File: config.mk
export PLATFORM = sky130hd
export DESIGN_NAME = plcm_ctrl
export DESIGN_NICKNAME = d
export VERILOG_FILES = /design/src/hw/rtl/plcm_pkg.sv /design/src/hw/rtl/plcm_ctrl.sv
export SDC_FILE = /design/constraint.sdc
export NUM_CORES = 1
export LEC_CHECK = 0
export ABC_CLOCK_PERIOD_IN_PS = 2100
export BUFFER_PORTS_ARGS = -buffer_cell sky130_fd_sc_hd__buf_2
export CAP_MARGIN = 10
export CELL_PAD_IN_SITES_DETAIL_PLACEMENT = 1
export CELL_PAD_IN_SITES_GLOBAL_PLACEMENT = 1
export CORE_AREA = 2 2 63 65
export DETAILED_ROUTE_END_ITERATION = 8
export DIE_AREA = 0 0 65 67
export PLACE_DENSITY = 0.73
export SYNTH_ARGS = -nofsm -noshare
export SYNTH_HDL_FRONTEND = slang
export SYNTH_SLANG_ARGS = --single-unit
File: constraint.sdc
create_clock -name clock -period 2.1 [get_ports clock]
set_input_delay 0.105 -clock clock [delete_from_list [all_inputs] [get_ports clock]]
set_output_delay 0.105 -clock clock [all_outputs]
set_load 0.02 [all_outputs]
File: src/hw/rtl/plcm_pkg.sv
// Shared constants, command and status types for the piecewise-linear color map.
// Used by the channel interfaces, the controller, the datapath and the top level.
// No dependencies.
package plcm_pkg;

   // Table geometry.
   localparam int MAX_POINTS   = 16;
   localparam int NUM_CHANNELS = 3;
   localparam int DEPTH        = NUM_CHANNELS * MAX_POINTS;
   localparam int CNT_W        = $clog2(MAX_POINTS + 1);
   localparam int IDX_W        = $clog2(MAX_POINTS);
   localparam int ADDR_W       = $clog2(DEPTH);

   // Field widths.
   localparam int CH_W    = 2;
   localparam int X_W     = 32;
   localparam int Y_W     = 18;
   localparam int Y_FRAC  = 8;
   localparam int COLOR_W = 8;
   localparam int ENTRY_W = X_W + Y_W;

   // Arithmetic widths.
   localparam int D_W       = X_W + 1;
   localparam int PROD_W    = (Y_W + 1) + (D_W + 1);
   localparam int NUM_W     = PROD_W + 1;
   localparam int DIV_STEPS = COLOR_W + 1;
   localparam int STEP_W    = $clog2(DIV_STEPS);
   localparam int DIV_SHIFT = Y_FRAC + COLOR_W;
   localparam int HALF_Y    = 2 ** (Y_FRAC - 1);

   // Request action codes.
   localparam logic ACT_ADD = 1'b0;
   localparam logic ACT_MAP = 1'b1;

   // Commands from the controller to the datapath.
   typedef struct packed {
      logic load_req;
      logic set_k_count;
      logic dec_k;
      logic clr_k;
      logic inc_k;
      logic rd_at_km1;
      logic wr_shift;
      logic wr_point;
      logic inc_count;
      logic set_reject;
      logic latch_prev;
      logic latch_cur;
      logic mul;
      logic sum;
      logic div_step;
      logic next_chan;
      logic emit;
   } cmd_type;

   // Status from the datapath to the controller.
   typedef struct packed {
      logic             is_map;
      logic             chan_bad;
      logic             table_full;
      logic             k_zero;
      logic             x_less;
      logic             few_points;
      logic             seg_found;
      logic             div_skip;
      logic             div_last;
      logic             last_chan;
      logic             rsp_busy;
      logic [CNT_W-1:0] count_cur;
   } status_type;

endpackage

File: src/hw/rtl/plcm_ctrl.sv
// Sequencer for point insertion and the three-channel lookup.
// Depends on plcm_pkg for the command and status types.
module plcm_ctrl (
   input  logic                 clock,
   input  logic                 reset,
   input  logic                 req_fire,
   input  plcm_pkg::status_type status,
   output logic                 req_ready,
   output plcm_pkg::cmd_type    cmd
);
   import plcm_pkg::*;

   typedef enum logic [15:0] {
      S_IDLE      = 16'h0001,
      S_DISPATCH  = 16'h0002,
      S_ADD_CHECK = 16'h0004,
      S_ADD_TEST  = 16'h0008,
      S_ADD_READ  = 16'h0010,
      S_ADD_CMP   = 16'h0020,
      S_ADD_PUT   = 16'h0040,
      S_MAP_START = 16'h0080,
      S_MAP_READ0 = 16'h0100,
      S_MAP_PREV  = 16'h0200,
      S_MAP_READ  = 16'h0400,
      S_MAP_CUR   = 16'h0800,
      S_MAP_MUL   = 16'h1000,
      S_MAP_SUM   = 16'h2000,
      S_MAP_DIV   = 16'h4000,
      S_DONE      = 16'h8000
   } state_type;

   state_type state_ff, state_in;

   assign req_ready = (state_ff == S_IDLE);

   // Next state and commands.
   always_comb begin
      state_in = state_ff;
      cmd      = '0;
      case (state_ff)
         S_IDLE: begin
            if (req_fire) begin
               cmd.load_req = 1'b1;
               state_in     = S_DISPATCH;
            end
         end
         S_DISPATCH: begin
            state_in = status.is_map ? S_MAP_START : S_ADD_CHECK;
         end
         S_ADD_CHECK: begin
            if (status.chan_bad) begin
               state_in = S_DONE;
            end else if (status.table_full) begin
               cmd.set_reject = 1'b1;
               state_in       = S_DONE;
            end else begin
               cmd.set_k_count = 1'b1;
               state_in        = S_ADD_TEST;
            end
         end
         S_ADD_TEST: begin
            state_in = status.k_zero ? S_ADD_PUT : S_ADD_READ;
         end
         S_ADD_READ: begin
            cmd.rd_at_km1 = 1'b1;
            state_in      = S_ADD_CMP;
         end
         S_ADD_CMP: begin
            // Shift the larger neighbor up one slot and keep looking.
            if (status.x_less) begin
               cmd.wr_shift = 1'b1;
               cmd.dec_k    = 1'b1;
               state_in     = S_ADD_TEST;
            end else begin
               state_in = S_ADD_PUT;
            end
         end
         S_ADD_PUT: begin
            cmd.wr_point  = 1'b1;
            cmd.inc_count = 1'b1;
            state_in      = S_DONE;
         end
         S_MAP_START: begin
            if (status.few_points) begin
               state_in = S_DONE;
               if (!status.last_chan) begin
                  cmd.next_chan = 1'b1;
                  state_in      = S_MAP_START;
               end
            end else begin
               cmd.clr_k = 1'b1;
               state_in  = S_MAP_READ0;
            end
         end
         S_MAP_READ0: begin
            cmd.inc_k = 1'b1;
            state_in  = S_MAP_PREV;
         end
         S_MAP_PREV: begin
            cmd.latch_prev = 1'b1;
            state_in       = S_MAP_READ;
         end
         S_MAP_READ: begin
            state_in = S_MAP_CUR;
         end
         S_MAP_CUR: begin
            if (status.seg_found) begin
               cmd.latch_cur = 1'b1;
               state_in      = S_MAP_MUL;
            end else begin
               cmd.latch_prev = 1'b1;
               cmd.inc_k      = 1'b1;
               state_in       = S_MAP_READ;
            end
         end
         S_MAP_MUL: begin
            cmd.mul  = 1'b1;
            state_in = S_MAP_SUM;
         end
         S_MAP_SUM: begin
            cmd.sum  = 1'b1;
            state_in = S_MAP_DIV;
         end
         S_MAP_DIV: begin
            if (status.div_skip || status.div_last) begin
               cmd.div_step = !status.div_skip;
               state_in     = S_DONE;
               if (!status.last_chan) begin
                  cmd.next_chan = 1'b1;
                  state_in      = S_MAP_START;
               end
            end else begin
               cmd.div_step = 1'b1;
            end
         end
         S_DONE: begin
            if (!status.rsp_busy) begin
               cmd.emit = 1'b1;
               state_in = S_IDLE;
            end
         end
         default: begin
            state_in = S_IDLE;
         end
      endcase
   end

   always_ff @(posedge clock) begin
      if (reset) begin
         state_ff <= S_IDLE;
      end else begin
         state_ff <= state_in;
      end
   end

endmodule

==> metrics <==
Worst VDD drop 199 uV; post-synthesis mux area share 0.00874; vias per cell 5.30; # port buffers 31; clk slew on worst S/H paths 0.07 ns; Synth Flop Type dfxtp_1; drt total wl 3740 um; asr flop ratio synth 0; Detailed Place HPWL 2920 um; Final Hold Viols 0; largest net degree at the start of global routing 16; Post-Synth Adder-Cell Area 0; Max Clock Skew 0.00249 ns; CP Launch Type register; residual DRC count 0; post-synthesis cell count 141; area delta synth->final 41.6%; Int Pwr 0.530 mW; Hold Path Class in2reg; Core ar. 3610 um^2; layout cells sized above 1 0.443; post-route setup slack -0.0356 ns; WP data required 2.00 ns; total grt overflow 0; 1st-iter DRT viols 37; Net Count, Synth 160; Die ar. 4360 um^2; CTS tree yes; global-route wire length before repair 6130 um; GRT Total Usage 0.180; Netlist cell types 46; Crit path largest cell delay 0.44 ns; # rows 22; post-synthesis register bit count 16; Total Power 0.727 mW; Root Driver clkbuf_8; Tcrit/Tclk final 1.02; initial core utilization 0.317; crit-path cells or3_4, or4_4, nor3_4, buf_4, and3_4, buf_6; PwrDens 448 nW/um^2; CP arrival 2.03 ns; clock group share of total power 0.380; largest family of logic cells by synthesized area simple AND/OR/NAND/NOR gates; GR peak layer met2; xor-xnor portion of the synthesized cell area 0.0383; met1 Use GR 0.198; ant diodes 0; logic gate share of total power 0.181; I/O pin count 37; slowest cell on the critical path or4_4; Largest regs state_ff x16; min cycle time layout 2.14 ns; Final setup violation count 2; DR WL/cell 15.6 um; failing checks negative setup slack; CP endpoint kind output port; total clock sinks 16; vias in the first global route 1325; fin. max-slew vios 0; cell leakage power 0.739 nW; Switching Share 0.271; crit path kind reg2out; antenna-violating nets left 0; # fillers 453; H-tree levels 1; Placer Congestion 0.788; CTS max path bufs 2; Post-synth EDFFs 0; drt pass-1 iters 4; Die X 65 um; hold slack 0.0440 ns; multi-input logic area 815 um^2; Largest register FFs 16; max-capacitance violation count 0; Slew HR 0.711; worst skew pair latency 0.25 ns; unrepaired setup endpoints after global routing true; Chip Height 67 um; Synth Area in Compound Gates 0.0995; hold_buf cts 0; status finished with violations; highest net fanout along the worst path 2; sequential cell area 324 um^2; met3 global-route usage 0.0236; total CTS buffers 3; simple-gate share of the synthesized area 0.503; antenna violations before repair 0; Worst Max-Slew Pin Slew 0.430 ns; mean post-synth cell area 8.12 um^2; sequential area share after synthesis 0.280; fmax 468 MHz; met2 usage 0.357; Post-Syn Area 1140 um^2; vias 1271; Sw Pwr 0.197 mW; Reg with most FFs state_ff; Seq pwr share 0.439; final net count 212; YS warnings 0
cell usage in the layout, fill, tap and decap left out, types with 4 or more instances in the layout:
master / netlist / layout
buf_2: 1 / 27
buf_4: 4 / 28
clkbuf_8: 0 / 4
dfxtp_1: 16 / 13
nand2_1: 5 / 5
nand3_1: 10 / 10
nor2_1: 22 / 22
nor2b_1: 7 / 7
nor3_1: 4 / 4
nor4b_1: 6 / 5
xor2_1: 5 / 5
worst paths after layout:
| check | startpoint | to | slack [ns] | cells past startpoint |
|---|---|---|---|---|
| worst max-delay path | state_ff[4] | cmd[1] | -0.04 | 6 |
| worst min-delay path | status[15] | state_ff[2] | 0.04 | 2 |
| worst max register to register | state_ff[4] | state_ff[15] | -0.01 | 7 |
| worst min register to register | state_ff[13] | state_ff[14] | 0.59 | 2 |
synth_stat cells, types with 2 or more instances:
library cell | number | area [um^2]
and4b_1 | 2 | 20.0
and3_1 | 2 | 12.5
dfxtp_1 | 16 | 320
buf_6 | 2 | 22.5
nand4b_1 | 2 | 17.5
nor4_1 | 2 | 12.5
and2_1 | 2 | 12.5
a21oi_1 | 3 | 15.0
nor2_1 | 22 | 82.6
o21ai_0 | 2 | 10.0
nand4_1 | 2 | 12.5
or3_1 | 2 | 12.5
or4_1 | 2 | 15.0
buf_4 | 4 | 30.0
a32oi_1 | 2 | 17.5
a211oi_1 | 2 | 15.0
nor2b_1 | 7 | 43.8
nor4b_1 | 6 | 52.6
and3_2 | 2 | 15.0
and2b_2 | 2 | 17.5
nor3b_1 | 3 | 22.5
o21bai_1 | 2 | 15.0
nand2_1 | 5 | 18.8
inv_1 | 3 | 11.3
xor2_1 | 5 | 43.8
nor4b_2 | 2 | 30.0
nand3_1 | 10 | 50.1
nor3_1 | 4 | 20.0
nor4_2 | 4 | 50.1
layout make-up:
cell class              instances  share of cell area
flip-flops and latches         16               0.200
clock buffers                   4              0.0340
well taps                      48              0.0370
repair buffers                 56               0.220
multi-input cells             113               0.502
inverters                       3             0.00694
cell families after synthesis:
family	after synthesis
simple gates	90
mux	1
flops	16
compound gates	17
xor+xnor	5
buf+inv	12
through the flow:
stage / instances / utilization / TNS [ns] / instance area (um^2) / setup slack, ns
after floorplan: 141 / - / 0 / 1150 / 0.0692
after global placement: 229 / 0.397 / 0 / 1430 / 0.0880
after detailed placement: 229 / 0.397 / 0 / 1430 / 0.0232
after CTS: 237 / 0.439 / -0.116 / 1580 / -0.0681
after global routing: 240 / 0.450 / -0.492 / 1620 / -0.116
final: 240 / 0.450 / -0.0470 / 1620 / -0.0356
timing repair:
item	in CTS	in global routing
setup buffers	4	3
pin swaps	2	3
resized for setup	16	5
endpoints found under the setup margin	6	10
power by group through the flow:
stage | combinational [mW] | sequential [mW] | clock, mW
6_report | 0.132 | 0.319 | 0.276
5_1_grt | 0.145 | 0.320 | 0.291
4_1_cts | 0.132 | 0.318 | 0.283
2_1_floorplan | 0.0799 | 0.322 | 0
3_5_place_dp | 0.126 | 0.325 | 0
3_3_place_gp | 0.120 | 0.324 | 0
worst max-delay path, delay by kind of cell, from the launching register on:
kind | cells | cell delay (ns)
DFF | 1 | 0.31
buffers and inverters | 2 | 0.25
and+or+nand+nor | 4 | 1.22
metal layers:
layer / wire (um) / part of all wire
met5: 0 / 0
met1: 1600 / 0.43
met2: 1990 / 0.53
met3: 124 / 0.033
met4: 23 / 0.0061
Note: power is estimated with default switching activity, not from simulation.
